File: src/hw/rtl/dq_pkg.sv
// Shared types, sizes and ring helper for the double-ended queue.
package dq_pkg;

  localparam int DEPTH  = 16;
  localparam int AW     = $clog2(DEPTH);
  localparam int CW     = $clog2(DEPTH + 1);
  localparam int DATA_W = 32;
  localparam int REQ_W  = 3;
  localparam int OUT_CW = 5;
  localparam int ST_W   = 2;

  typedef enum logic [REQ_W-1:0] {
    REQ_PUSH_FRONT = 3'd0,
    REQ_PUSH_BACK  = 3'd1,
    REQ_POP_FRONT  = 3'd2,
    REQ_POP_BACK   = 3'd3,
    REQ_PEEK_FRONT = 3'd4,
    REQ_PEEK_BACK  = 3'd5
  } req_t;

  typedef enum logic [ST_W-1:0] {
    ST_OK    = 2'd0,
    ST_EMPTY = 2'd1,
    ST_FULL  = 2'd2
  } status_t;

  typedef enum logic [1:0] {
    S_IDLE,
    S_EXEC,
    S_DONE
  } state_t;

  // Commands from the controller to the datapath.
  typedef struct packed {
    logic load;
    logic exec;
  } cmd_t;

  // Position base+off, wrapped at DEPTH; off <= DEPTH is not enforced.
  function automatic logic [AW-1:0] ring_pos(input logic [AW-1:0] base,
                                             input logic [CW-1:0] off);
    logic [CW:0] sum;
    sum = (CW+1)'(base) + (CW+1)'(off);
    if (sum >= (CW+1)'(DEPTH)) begin
      sum = sum - (CW+1)'(DEPTH);
    end
    return sum[AW-1:0];
  endfunction

endpackage

File: src/hw/rtl/double_ended_queue.sv
// Double-ended queue top level: controller plus datapath.
// A request accepted at one edge is executed in the next cycle (slot memory
// access and ring update); its result strobes on out_valid in the cycle after.
// A new request can be taken while a result shows, but not while one executes.
// Synchronous active-low reset empties the queue; slot contents are not cleared.
module double_ended_queue (
  input  logic                             clk,
  input  logic                             rst_n,
  input  logic                             start,
  output logic                             busy,
  input  logic [dq_pkg::REQ_W-1:0]         in_req_type,
  input  logic signed [dq_pkg::DATA_W-1:0] in_value,
  output logic                             out_valid,
  output logic signed [dq_pkg::DATA_W-1:0] out_data,
  output logic [dq_pkg::OUT_CW-1:0]        out_count,
  output logic [dq_pkg::ST_W-1:0]          out_status
);
  import dq_pkg::*;

  cmd_t cmd;

  dq_ctrl u_ctrl (
    .clk       (clk),
    .rst_n     (rst_n),
    .start     (start),
    .busy      (busy),
    .out_valid (out_valid),
    .cmd       (cmd)
  );

  dq_dpath u_dpath (
    .clk         (clk),
    .rst_n       (rst_n),
    .cmd         (cmd),
    .in_req_type (in_req_type),
    .in_value    (in_value),
    .out_data    (out_data),
    .out_count   (out_count),
    .out_status  (out_status)
  );

endmodule

File: src/hw/rtl/dq_ctrl.sv
// Controller state machine that sequences one request at a time.
module dq_ctrl (
  input  logic          clk,
  input  logic          rst_n,
  input  logic          start,
  output logic          busy,
  output logic          out_valid,
  output dq_pkg::cmd_t  cmd
);
  import dq_pkg::*;

  state_t state_r, state_nxt;

  // State register.
  always_ff @(posedge clk) begin
    if (!rst_n) begin
      state_r <= S_IDLE;
    end else begin
      state_r <= state_nxt;
    end
  end

  // Next state and commands. A new request may enter while a result shows.
  always_comb begin
    state_nxt = state_r;
    cmd.load  = 1'b0;
    cmd.exec  = 1'b0;
    busy      = 1'b0;
    out_valid = 1'b0;
    case (state_r)
      S_IDLE: begin
        if (start) begin
          cmd.load  = 1'b1;
          state_nxt = S_EXEC;
        end
      end
      S_EXEC: begin
        busy      = 1'b1;
        cmd.exec  = 1'b1;
        state_nxt = S_DONE;
      end
      S_DONE: begin
        out_valid = 1'b1;
        if (start) begin
          cmd.load  = 1'b1;
          state_nxt = S_EXEC;
        end else begin
          state_nxt = S_IDLE;
        end
      end
      default: begin
        state_nxt = S_IDLE;
      end
    endcase
  end

endmodule

File: src/hw/rtl/dq_dpath.sv
// Datapath: slot memory, front index, entry count and result registers.
module dq_dpath (
  input  logic                             clk,
  input  logic                             rst_n,
  input  dq_pkg::cmd_t                     cmd,
  input  logic [dq_pkg::REQ_W-1:0]         in_req_type,
  input  logic signed [dq_pkg::DATA_W-1:0] in_value,
  output logic signed [dq_pkg::DATA_W-1:0] out_data,
  output logic [dq_pkg::OUT_CW-1:0]        out_count,
  output logic [dq_pkg::ST_W-1:0]          out_status
);
  import dq_pkg::*;

  logic [DATA_W-1:0] slots [DEPTH];

  logic [REQ_W-1:0]  req_r;
  logic [DATA_W-1:0] val_r;
  logic [AW-1:0]     front_r, front_nxt;
  logic [CW-1:0]     count_r, count_nxt;
  logic [DATA_W-1:0] rd_data_r;
  logic              sel_r;
  logic [ST_W-1:0]   status_r, status_nxt;

  logic              is_full, is_empty;
  logic [CW-1:0]     ring_off;
  logic [AW-1:0]     ring_addr;
  logic              wr_en, rd_en;
  logic [AW-1:0]     wr_addr, rd_addr;

  // Request capture on acceptance.
  always_ff @(posedge clk) begin
    if (cmd.load) begin
      req_r <= in_req_type;
      val_r <= in_value;
    end
  end

  assign is_full  = (count_r == CW'(DEPTH));
  assign is_empty = (count_r == '0);

  // One shared ring adder: offset from the front for the back end or front + 1.
  always_comb begin
    case (req_r)
      REQ_PUSH_BACK:  ring_off = count_r;
      REQ_POP_FRONT:  ring_off = CW'(1);
      REQ_POP_BACK,
      REQ_PEEK_BACK:  ring_off = count_r - CW'(1);
      default:        ring_off = '0;
    endcase
  end

  assign ring_addr = ring_pos(front_r, ring_off);

  // Decode of the request against the current fill level.
  always_comb begin
    front_nxt  = front_r;
    count_nxt  = count_r;
    status_nxt = ST_OK;
    wr_en      = 1'b0;
    rd_en      = 1'b0;
    wr_addr    = ring_addr;
    rd_addr    = ring_addr;
    case (req_r)
      REQ_PUSH_FRONT, REQ_PUSH_BACK: begin
        if (is_full) begin
          status_nxt = ST_FULL;
        end else begin
          wr_en     = 1'b1;
          count_nxt = count_r + CW'(1);
          if (req_r == REQ_PUSH_FRONT) begin
            front_nxt = (front_r == '0) ? AW'(DEPTH - 1) : front_r - AW'(1);
            wr_addr   = front_nxt;
          end
        end
      end
      REQ_POP_FRONT, REQ_PEEK_FRONT, REQ_POP_BACK, REQ_PEEK_BACK: begin
        if (is_empty) begin
          status_nxt = ST_EMPTY;
        end else begin
          rd_en = 1'b1;
          if (req_r == REQ_POP_FRONT || req_r == REQ_PEEK_FRONT) begin
            rd_addr = front_r;
          end
          if (req_r == REQ_POP_FRONT) begin
            front_nxt = ring_addr;
          end
          if (req_r == REQ_POP_FRONT || req_r == REQ_POP_BACK) begin
            count_nxt = count_r - CW'(1);
          end
        end
      end
      default: begin
        status_nxt = ST_OK;
      end
    endcase
  end

  // Slot memory with registered read.
  always_ff @(posedge clk) begin
    if (cmd.exec && wr_en) begin
      slots[wr_addr] <= val_r;
    end
    if (cmd.exec && rd_en) begin
      rd_data_r <= slots[rd_addr];
    end
  end

  // Ring state.
  always_ff @(posedge clk) begin
    if (!rst_n) begin
      front_r <= '0;
      count_r <= '0;
    end else if (cmd.exec) begin
      front_r <= front_nxt;
      count_r <= count_nxt;
    end
  end

  // Result registers.
  always_ff @(posedge clk) begin
    if (cmd.exec) begin
      sel_r    <= rd_en;
      status_r <= status_nxt;
    end
  end

  assign out_data   = sel_r ? rd_data_r : '0;
  assign out_count  = OUT_CW'(count_r);
  assign out_status = status_r;

endmodule

File: config.mk
export PLATFORM = sky130hd
export DESIGN_NAME = double_ended_queue
export DESIGN_NICKNAME = d
export VERILOG_FILES = /design/src/hw/rtl/dq_pkg.sv /design/src/hw/rtl/double_ended_queue.sv /design/src/hw/rtl/dq_ctrl.sv /design/src/hw/rtl/dq_dpath.sv
export SDC_FILE = /design/constraint.sdc
export NUM_CORES = 1
export LEC_CHECK = 0
export BUFFER_PORTS_ARGS = -buffer_cell sky130_fd_sc_hd__buf_2
export CAP_MARGIN = 20
export CORE_ASPECT_RATIO = 0.9
export CORE_MARGIN = 3
export CORE_UTILIZATION = 30
export DETAILED_ROUTE_END_ITERATION = 10
export PLACE_DENSITY = 0.51
export SLEW_MARGIN = 10
export SYNTH_ARGS = -nofsm -noshare
export SYNTH_HDL_FRONTEND = slang
export SYNTH_SLANG_ARGS = --single-unit
File: constraint.sdc
create_clock -name clk -period 5.3 [get_ports clk]
set_input_delay 0.53 -clock clk [delete_from_list [all_inputs] [get_ports clk]]
set_output_delay 0.53 -clock clk [all_outputs]
set_load 0.03 [all_outputs]
==> reports/qor.yml, run 1 <==
initial_core_util_pct: 30.6
holdWs_ps: 71.0
relSlewSlack_pct: 38.2
rows: 97
post_drt_via_cell_ratio: 4.55
clock_skew_ps: 22.0
dp_cells: 2418
hold_path_startpoint: "in_value[8]"
min_period_over_period_pct: 83.2
rr_endpoint: "u_dpath.slots[3][26]"
synth-seq-cells: 593
overflow: 0
antenna-diode-count: 0
wl_per_cell_um: 22.1
hold_path_end: "u_dpath.val_r[8]"
layout_common_cells: "edfxtp_1 (582), mux2i_1 (485), buf_2 (78)"
synth_nets: 1365
grt_usage_pct: 13.2
hpwlAfterDp_um: 35000
p_total_mw: 10.3
drt_wl_total_um: 56000
cts_inserted_buffers: 60
grt_max_degree: 57
area_growth_pct: 15.7
worst-path-buf-inv: 2
start_kind: "flip-flop"
rsz0062_at_grt: "no"
stdcell_count: 2528
cap_violations: 0
ys_async_sr_fraction_pct: 0
clkTransAtPathRegs_ps: 60
drc: 0
ys_types: 47
path_cells: "inv_1 > ha_1 > a211oi_1 > a21oi_1 > nor2b_1 > ha_1 > a21o_1 > a21oi_1 > xor2_1 > a211o_1 > and3_1 > nand2_1 > nor2_4 > buf_4"
fill_cells: 7387
synth_cells: 1320
p_per_area_nw_per_um2: 369
drt-pass1-iter-count: 5
r2r_start: "u_dpath.out_count[0]"
grt_pass1_vias: 12020
htreeDepth: 2
synth_ff_type: "edfxtp_1"
cts.path.max_buffers: 3
reg2reg_depth: 14
crit_type: "flip-flop to flip-flop"
utilization_pct: 35.4
grt_pass1_wl_um: 82200
post_cts_buffers: 0
final_common_cell: "edfxtp_1"
syn_avg_cell_area_um2: 18.2
slowest_stage: "nor2_4"
die_w_um: 305
drv_slew: 0
cp_top_family: "simple AND/OR/NAND/NOR gates"
die_area_um2: 83600
design.core.area_um2: 78600
cts_tree: "built"
tns_ps: 0
drt_iter0_drc: 724
reg2reg_slack_ps: 890
antenna_found_initial: 1
status: "complete, no violations"
synth_seq_area_share_pct: 73.5
hold_path_class: "input pin to flip-flop"
hold_viol: 0
ctsHoldBuffers: 0
globalplace.congestion: 0.742
p_leak_nw: 10.9
min_period_ps: 4410
io_buffers: 78
vdd.ir_drop.worst_mv: 0.234
antenna_left: 0
synth_edf_count: 582
drive_gt1_share_pct: 15.9
clk_latency_ps: 630
tightest_slew_ps: 927
cp.required_ps: 5600
hold_path_depth: 1
root_buffer: "clkbuf_16"
final_nets: 1486
cts.sinks: 593
setup_viol: 0
slowest_delay_ps: 620
worstPathMaxFanout: 15
cp.arrival_ps: 4710
die_y_um: 275
end_kind: "flip-flop"
max_freq_mhz: 227
num_vias: 11505
post_cts_resized: 0
syn_area_um2: 24100
pin_count: 79
ys_warn_count: 0
worst register-to-register path: stages (launching register included):
cell	delay [ps]
dfxtp_1	500
inv_1	100
ha_1	340
a211oi_1	240
a21oi_1	80
nor2b_1	220
ha_1	270
a21o_1	160
a21oi_1	320
xor2_1	300
a211o_1	150
and3_1	180
nand2_1	230
nor2_4	620
buf_4	370
sequential cells by signal, summed over array words and instances, names as in the netlist:
| register | count |
|---|---|
| u_dpath.front_r | 4 |
| u_dpath.sel_r | 1 |
| u_dpath.out_count | 5 |
| u_dpath.slots | 512 |
| u_ctrl.state_r | 2 |
| u_dpath.req_r | 3 |
| u_dpath.val_r | 32 |
| u_dpath.out_status | 2 |
| u_dpath.rd_data_r | 32 |
report_power, final:
group          total (mW)  switching, mW  internal, mW
Clock                3.94           1.78          2.16
Combinational        1.02          0.584         0.439
Sequential           5.31         0.0923          5.21
per-layer routing:
layer  track usage (%)  share of wire (%)
met4              3.32                1.8
met1              16.5                 43
met5                 0                  0
met3              1.98                2.8
met2              24.0                 52
layout make-up:
type | instances | area [um2] | area share, %
multi-input cells | 658 | 6140 | 22.1
flip-flops and latches | 593 | 17700 | 63.6
clock inverters | 34 | 223 | 0.800
repair buffers | 122 | 871 | 3.13
inverters | 6 | 22.5 | 0.0809
well taps | 1039 | 1300 | 4.67
clock buffers | 76 | 1580 | 5.69
kinds of logic after synthesis:
kind of cell | after synthesis | synth area share [%]
DFF | 593 | 73.5
muxes | 488 | 20.3
and+or+nand+nor | 115 | 2.61
buffers and inverters | 69 | 1.58
AOI/OAI and AO/OA | 36 | 1.02
xor gates and xnor gates | 12 | 0.546
adders and majority gates | 7 | 0.395
cells in the mapped netlist, types with 4 or more instances:
cell type,instances,area (um2)
edfxtp_1,582,17500
mux2i_1,487,4870
and2_1,39,244
buf_2,32,160
nor2_1,25,93.8
clkbuf_1,21,78.8
nand2_1,16,60.1
dfxtp_1,11,220
nor2b_1,10,62.6
o21ai_0,10,50.1
a21oi_1,8,40.0
buf_8,6,90.1
ha_1,6,75.1
inv_1,6,22.5
nand3_1,6,30.0
nor3_1,5,25.0
xnor2_1,5,43.8
xor2_1,5,43.8
nand2b_1,4,25.0
through the flow:
step           setup WS (ps)  instance area (um2)
6_report                 889                27800
5_1_grt                  495                27800
4_1_cts                  831                27800
3_5_place_dp             868                26000
3_3_place_gp             835                26000
2_1_floorplan            701                24100
worst max-delay path by stage:
| stage | start | to | depth (start not counted) |
|---|---|---|---|
| after floorplan | u_dpath.out_count[0] | u_dpath.slots[4][0] | 13 |
| after global placement | u_dpath.out_count[0] | u_dpath.slots[13][20] | 14 |
| after detailed placement | u_dpath.out_count[0] | u_dpath.slots[13][20] | 14 |
| after CTS | u_dpath.out_count[0] | u_dpath.slots[13][23] | 14 |
| after global routing | u_dpath.out_count[0] | u_dpath.slots[13][23] | 14 |
| final | u_dpath.out_count[0] | u_dpath.slots[3][26] | 14 |
Power figures use the tool's default switching activity.
==> run 2, diff against run 1 <==
PLACE_DENSITY = 0.53   (was 0.51)
clock period = 3.6 ns   (was 5.3 ns; I/O delays follow)
==> run 2 against run 1 <==
Against the previous run: flip-flop and latch count unchanged; clock-buffer cell count increased by 1; core utilization increased by 1.4 points; final area increased by 4.0%; clock skew decreased by 2.9 ps; combinational power increased by 60%; clock power increased by 50%; maximum frequency increased by 30%; routed wire length decreased by 3.4%; first-iteration DRC count decreased by 18%; critical path depth unchanged; via count increased by 3.1%.
==> reports/qor.yml, run 2 (same netlist as run 1, synthesis figures left out) <==
utilization_pct: 36.8  # was 35.4%
seq_power_share_pct: 50.8  # was 51.7%
num_vias: 11860  # was 11,505
pwr-share-clk_pct: 38.6  # was 38.4%
start_kind: "flip-flop"  # unchanged
drt-pass1-iter-count: 4  # was 5
vdd.ir_drop.worst_mv: 0.491  # was 0.234 mV
end_kind: "flip-flop"  # unchanged
regMostFlops: "u_dpath.slots"  # unchanged
worstPathMaxFanout: 27  # was 15
design.core.area_um2: 78600  # unchanged
io_buffers: 78  # unchanged
drv_slew: 0  # unchanged
antenna_left: 0  # unchanged
comb_power_share_pct: 10.6  # was 10.0%
grt_pass1_wl_um: 80600  # was 82,200 um
cp.required_ps: 3890  # was 5600 ps
min_period_ps: 3400  # was 4410 ps
initial_core_util_pct: 30.6  # unchanged
p_per_area_nw_per_um2: 529  # was 369 nW/um2
cts_tree: "built"  # unchanged
reg.largest.list: "u_dpath.slots: 512 flops, u_dpath.rd_data_r: 32 flops, u_dpath.val_r: 32 flops"  # unchanged
fill_cells: 7278  # was 7,387
grt_pass1_vias: 12345  # was 12,020
htreeDepth: 2  # unchanged
root_buffer: "clkbuf_16"  # unchanged
p_leak_nw: 11.3  # was 10.9 nW
max_freq_mhz: 294  # was 227 MHz
largest_reg_flops: 512  # unchanged
p_switching_mw: 3.57  # was 2.46 mW
antenna_found_initial: 2  # was 1
pin_count: 79  # unchanged
stdcell_count: 2603  # was 2,528
drt_wl_total_um: 54000  # was 56,000 um
cap_violations: 0  # unchanged
status: "complete, no violations"  # unchanged
clock_skew_ps: 19.1  # was 22.0 ps
cts_inserted_buffers: 61  # was 60
overflow: 0  # unchanged
rows: 97  # unchanged
layout_common_cells: "edfxtp_1 (582), mux2i_1 (483), buf_2 (78)"  # was edfxtp_1 (582), mux2i_1 (485), buf_2 (78)
cts.sinks: 593  # unchanged
min_period_over_period_pct: 94.5  # was 83.2%
cp.arrival_ps: 3690  # was 4710 ps
hold_path_class: "input pin to flip-flop"  # unchanged
grt_max_degree: 52  # was 57
drc: 0  # unchanged
hold_viol: 0  # unchanged
netSwitchingFraction_pct: 23.3  # was 23.9%
p_int_mw: 11.7  # was 7.81 mW
die_w_um: 305  # unchanged
dp_cells: 2449  # was 2,418
crit_type: "flip-flop to flip-flop"  # unchanged
setup_viol: 0  # unchanged
antenna-diode-count: 0  # unchanged
cts.path.max_buffers: 3  # unchanged
wl_per_cell_um: 20.8  # was 22.1 um
die_y_um: 275  # unchanged
post_drt_via_cell_ratio: 4.56  # was 4.55
final_common_cell: "edfxtp_1"  # unchanged
clkTransAtPathRegs_ps: 60  # about the same
p_total_mw: 15.3  # was 10.3 mW
tightest_slew_ps: 820  # was 927 ps
grt_usage_pct: 12.8  # was 13.2%
die_area_um2: 83600  # unchanged
relSlewSlack_pct: 45.2  # was 38.2%
globalplace.congestion: 0.741  # was 0.742
clk_latency_ps: 630  # about the same
drive_gt1_share_pct: 18.3  # was 15.9%
drt_iter0_drc: 591  # was 724
hpwlAfterDp_um: 30900  # was 35,000 um
area_growth_pct: 20.4  # was 15.7%
final_nets: 1562  # was 1,486
[run 2: changes by cell type in the layout (fill, tap and decap cells not counted), moves of 2 or more]
cell / delta
mux2i_2: +2
buf_4: +10
nand2_1: -2
clkinv_2: -5
buf_12: +25
buf_16: +2
clkinv_4: +3
mux2i_1: -2
dfxtp_2: +2
dfxtp_1: -2
nand2_2: +2
dlygate4sd3_1: +35
clkbuf_16: +2
[run 2: worst paths after layout]
kind                         from                    to  slack [ps]  depth (start not counted)
max          u_dpath.out_count[0]  u_dpath.slots[1][17]         200                         14
max reg2reg  u_dpath.out_count[0]  u_dpath.slots[1][17]         200                         14
min reg2reg  u_dpath.out_count[2]  u_dpath.out_count[2]         660                          2
min                         rst_n    u_dpath.front_r[3]         100                          2
[run 2: routing by layer]
| metal | routed length [um] | global-route usage [%] |
|---|---|---|
| met5 | 0 | 0 |
| met4 | 1270 | 3.46 |
| met3 | 1660 | 1.92 |
| met2 | 26200 | 21.6 |
| met1 | 24900 | 17.2 |
[run 2: stage by stage]
stage	instance area (um2)	hold slack [ps]	setup slack (ps)	setup TNS [ps]
6_report	29000	100	199	0
3_5_place_dp	26600	538	-31.1	-31.1
3_3_place_gp	26600	537	-37.5	-37.5
4_1_cts	28800	51.5	24.2	0
2_1_floorplan	24200	459	0.0697	0
5_1_grt	29000	82.3	-1.95	-4.50
[run 2: area by class of cell]
| class | count | area (um2) | area share, % |
|---|---|---|---|
| clock inverter | 33 | 255 | 0.881 |
| timing repair buffer | 197 | 1900 | 6.57 |
| sequential | 593 | 17700 | 61.1 |
| inverter | 6 | 22.5 | 0.0778 |
| tap | 1039 | 1300 | 4.49 |
| clock buffer | 77 | 1610 | 5.55 |
| multi-input combinational | 658 | 6180 | 21.3 |
[run 2: what timing repair did]
| action | CTS | global route |
|---|---|---|
| pin swaps | 0 | 2 |
| setup endpoints to repair | 1 | 464 |
| hold endpoints to repair | 35 | 0 |
| hold buffers | 35 | 0 |
| gates cloned | 0 | 1 |
| resized for setup | 2 | 7 |
| setup buffers | 0 | 8 |
[run 2: critical path: stages, from the launching register on]
cell,delay (ps)
dfxtp_2,320
inv_1,40
ha_1,330
a211oi_1,240
a21oi_1,70
nor2b_2,160
ha_1,250
a21o_1,190
a21oi_4,190
xor2_1,290
a211o_1,170
and3_1,210
nand2_2,160
nor2_4,150
buf_12,280
[run 2: power by group through the flow]
stage	clock, mW	combinational (mW)	sequential (mW)
3_5_place_dp	0	1.58	7.93
3_3_place_gp	0	1.58	7.92
5_1_grt	6.38	1.76	7.79
4_1_cts	6.11	1.63	7.78
2_1_floorplan	0	1.13	7.88
6_report	5.91	1.63	7.78
==> run 3, diff against run 2 <==
CELL_PAD_IN_SITES_DETAIL_PLACEMENT = 1   (was default)
CELL_PAD_IN_SITES_GLOBAL_PLACEMENT = 2   (was default)
PLACE_DENSITY = 0.63   (was 0.53)
==> run 3 against run 2 <==
Against the previous run: worst setup slack got worse by 84 ps; non-clock buffer count rose by 14; register-to-register slack got worse by 80 ps; critical path type unchanged; highest routed layer unchanged.
==> reports/qor.yml, run 3 (same netlist as run 1, synthesis figures left out) <==
status: "complete, no violations"  # unchanged
regMostFlops: "u_dpath.slots"  # unchanged
drive_gt1_share_pct: 19.1  # was 18.3%
cts_inserted_buffers: 66  # was 61
hold_path_depth: 2  # unchanged
wl_per_cell_um: 22.4  # was 20.8 um
min_period_over_period_pct: 96.8  # was 94.5%
pin_count: 79  # unchanged
design.core.area_um2: 78600  # unchanged
r2r_start: "u_dpath.req_r[0]"  # was u_dpath.out_count[0]
holdWs_ps: 145  # was 100 ps
seq_power_share_pct: 48.2  # was 50.8%
area_growth_pct: 22.3  # was 20.4%
relSlewSlack_pct: 47.0  # was 45.2%
hold_path_class: "input pin to flip-flop"  # unchanged
drt_iter0_drc: 562  # was 591
drt-pass1-iter-count: 4  # unchanged
final_common_cell: "edfxtp_1"  # unchanged
worstPathMaxFanout: 20  # was 27
grt_usage_pct: 14.1  # was 12.8%
layout_common_cells: "edfxtp_1 (582), mux2i_1 (485), buf_2 (78)"  # was edfxtp_1 (582), mux2i_1 (483), buf_2 (78)
antenna_left: 0  # unchanged
drv_slew: 0  # unchanged
final_nets: 1581  # was 1,562
rr_endpoint: "u_dpath.rd_data_r[15]"  # was u_dpath.slots[1][17]
dp_slack_ps: 65.5  # was -31.1 ps
p_leak_nw: 11.6  # was 11.3 nW
grt_pass1_wl_um: 87200  # was 80,600 um
drt_wl_total_um: 58800  # was 54,000 um
netSwitchingFraction_pct: 22.6  # was 23.3%
reg2reg_slack_ps: 120  # was 200 ps
hold_viol: 0  # unchanged
p_per_area_nw_per_um2: 549  # was 529 nW/um2
start_kind: "flip-flop"  # unchanged
comb_power_share_pct: 10.4  # was 10.6%
setup_viol: 0  # unchanged
globalplace.congestion: 0.711  # was 0.741
crit_type: "flip-flop to flip-flop"  # unchanged
final_area_um2: 29400  # was 29,000 um2
root_buffer: "clkbuf_16"  # unchanged
clk_latency_ps: 590  # was 630 ps
overflow: 0  # unchanged
grt_pass1_vias: 13189  # was 12,345
cts_tree: "built"  # unchanged
htreeDepth: 3  # was 2
stdcell_count: 2624  # was 2,603
initial_core_util_pct: 30.6  # unchanged
die_area_um2: 83600  # unchanged
fin_ws_ps: 115  # was 199 ps
tightest_slew_ps: 795  # was 820 ps
end_kind: "flip-flop"  # unchanged
hold_path_end: "u_dpath.front_r[1]"  # was u_dpath.front_r[3]
tns_ps: 0  # unchanged
clock_skew_ps: 20.6  # was 19.1 ps
p_int_mw: 12.5  # was 11.7 mW
reg2reg_depth: 13  # was 14
reg.largest.list: "u_dpath.slots: 512 flops, u_dpath.rd_data_r: 32 flops, u_dpath.val_r: 32 flops"  # unchanged
cts.path.max_buffers: 3  # unchanged
cp.required_ps: 3910  # was 3890 ps
min_period_ps: 3480  # was 3400 ps
cp.arrival_ps: 3790  # was 3690 ps
p_switching_mw: 3.65  # was 3.57 mW
die_y_um: 275  # unchanged
io_buffers: 78  # unchanged
hpwlAfterDp_um: 33400  # was 30,900 um
rows: 97  # unchanged
antenna_found_initial: 2  # unchanged
drc: 0  # unchanged
vdd.ir_drop.worst_mv: 0.349  # was 0.491 mV
grt_max_degree: 37  # was 52
cts.sinks: 593  # unchanged
largest_reg_flops: 512  # unchanged
cap_violations: 0  # unchanged
die_w_um: 305  # unchanged
hold_path_startpoint: "rst_n"  # unchanged
clkTransAtPathRegs_ps: 60  # about the same
dp_cells: 2453  # was 2,449
pwr-share-clk_pct: 41.4  # was 38.6%
max_freq_mhz: 287  # was 294 MHz
num_vias: 12166  # was 11,860
post_drt_via_cell_ratio: 4.64  # was 4.56
place_area_um2: 26800  # was 26,600 um2
==> run 3: area by class of cell <==
type | instances | area [um2]
diodes | 1 | 2.50
fillers | 7828 | 49200
repair buffers | 211 | 2090
multi-input cells | 658 | 6190
clock inverters | 30 | 329
flip-flops and latches | 593 | 17700
inverters | 6 | 22.5
well taps | 1039 | 1300
clock buffers | 86 | 1790
==> run 3: worst max path at each step <==
stage | startpoint | to | slack [ps]
finish | u_dpath.req_r[0] | u_dpath.rd_data_r[15] | 120
global route | u_dpath.req_r[0] | u_dpath.rd_data_r[27] | -70
CTS | u_dpath.out_count[0] | u_dpath.rd_data_r[12] | 60
detailed placement | u_dpath.out_count[0] | u_dpath.rd_data_r[12] | 70
global placement | u_dpath.out_count[0] | u_dpath.slots[15][9] | 140
floorplan | u_dpath.out_count[0] | u_dpath.slots[0][0] | 0.07
==> run 3: per-layer routing <==
layer | global-route usage [%] | wire [um] | vias to the layer above
met5 | 0 | 0 | -
met4 | 3.71 | 1130 | 0
met3 | 2.21 | 1730 | 73
met2 | 24.3 | 29100 | 174
met1 | 18.5 | 26800 | 6347
li1 | - | - | 5572
==> run 3: what timing repair did <==
| action | in CTS | in global routing |
|---|---|---|
| hold endpoints to repair | 35 | 0 |
| hold buffers | 35 | 0 |
| setup endpoints to repair | 0 | 541 |
| setup buffers | 0 | 18 |
| gates resized for setup | 0 | 7 |
==> run 3: worst max-delay path, stage by stage, from the launching register on <==
cell and delay (ps):
edfxtp_1 440, nor2b_1 180, mux2i_1 210, o22ai_1 120
ha_1 230, fa_1 410, xor2_1 210, mux2i_4 270
buf_12 230, buf_12 220, mux2i_1 220, mux2i_1 170
mux2i_1 170, mux2i_1 90
==> run 3: power groups by stage <==
stage | clock, mW | combinational [mW] | sequential, mW
after floorplan | 0 | 1.13 | 7.88
after global placement | 0 | 1.61 | 7.92
after detailed placement | 0 | 1.63 | 7.92
after CTS | 6.89 | 1.67 | 7.78
after global routing | 7.18 | 1.82 | 7.79
final | 6.68 | 1.68 | 7.78
==> run 3: metrics by stage <==
stage	util (%)	power, mW
after floorplan	-	9.02
after global placement	34.0	9.52
final	37.4	16.1
after CTS	37.2	16.3
after global routing	37.4	16.8
after detailed placement	34.0	9.56
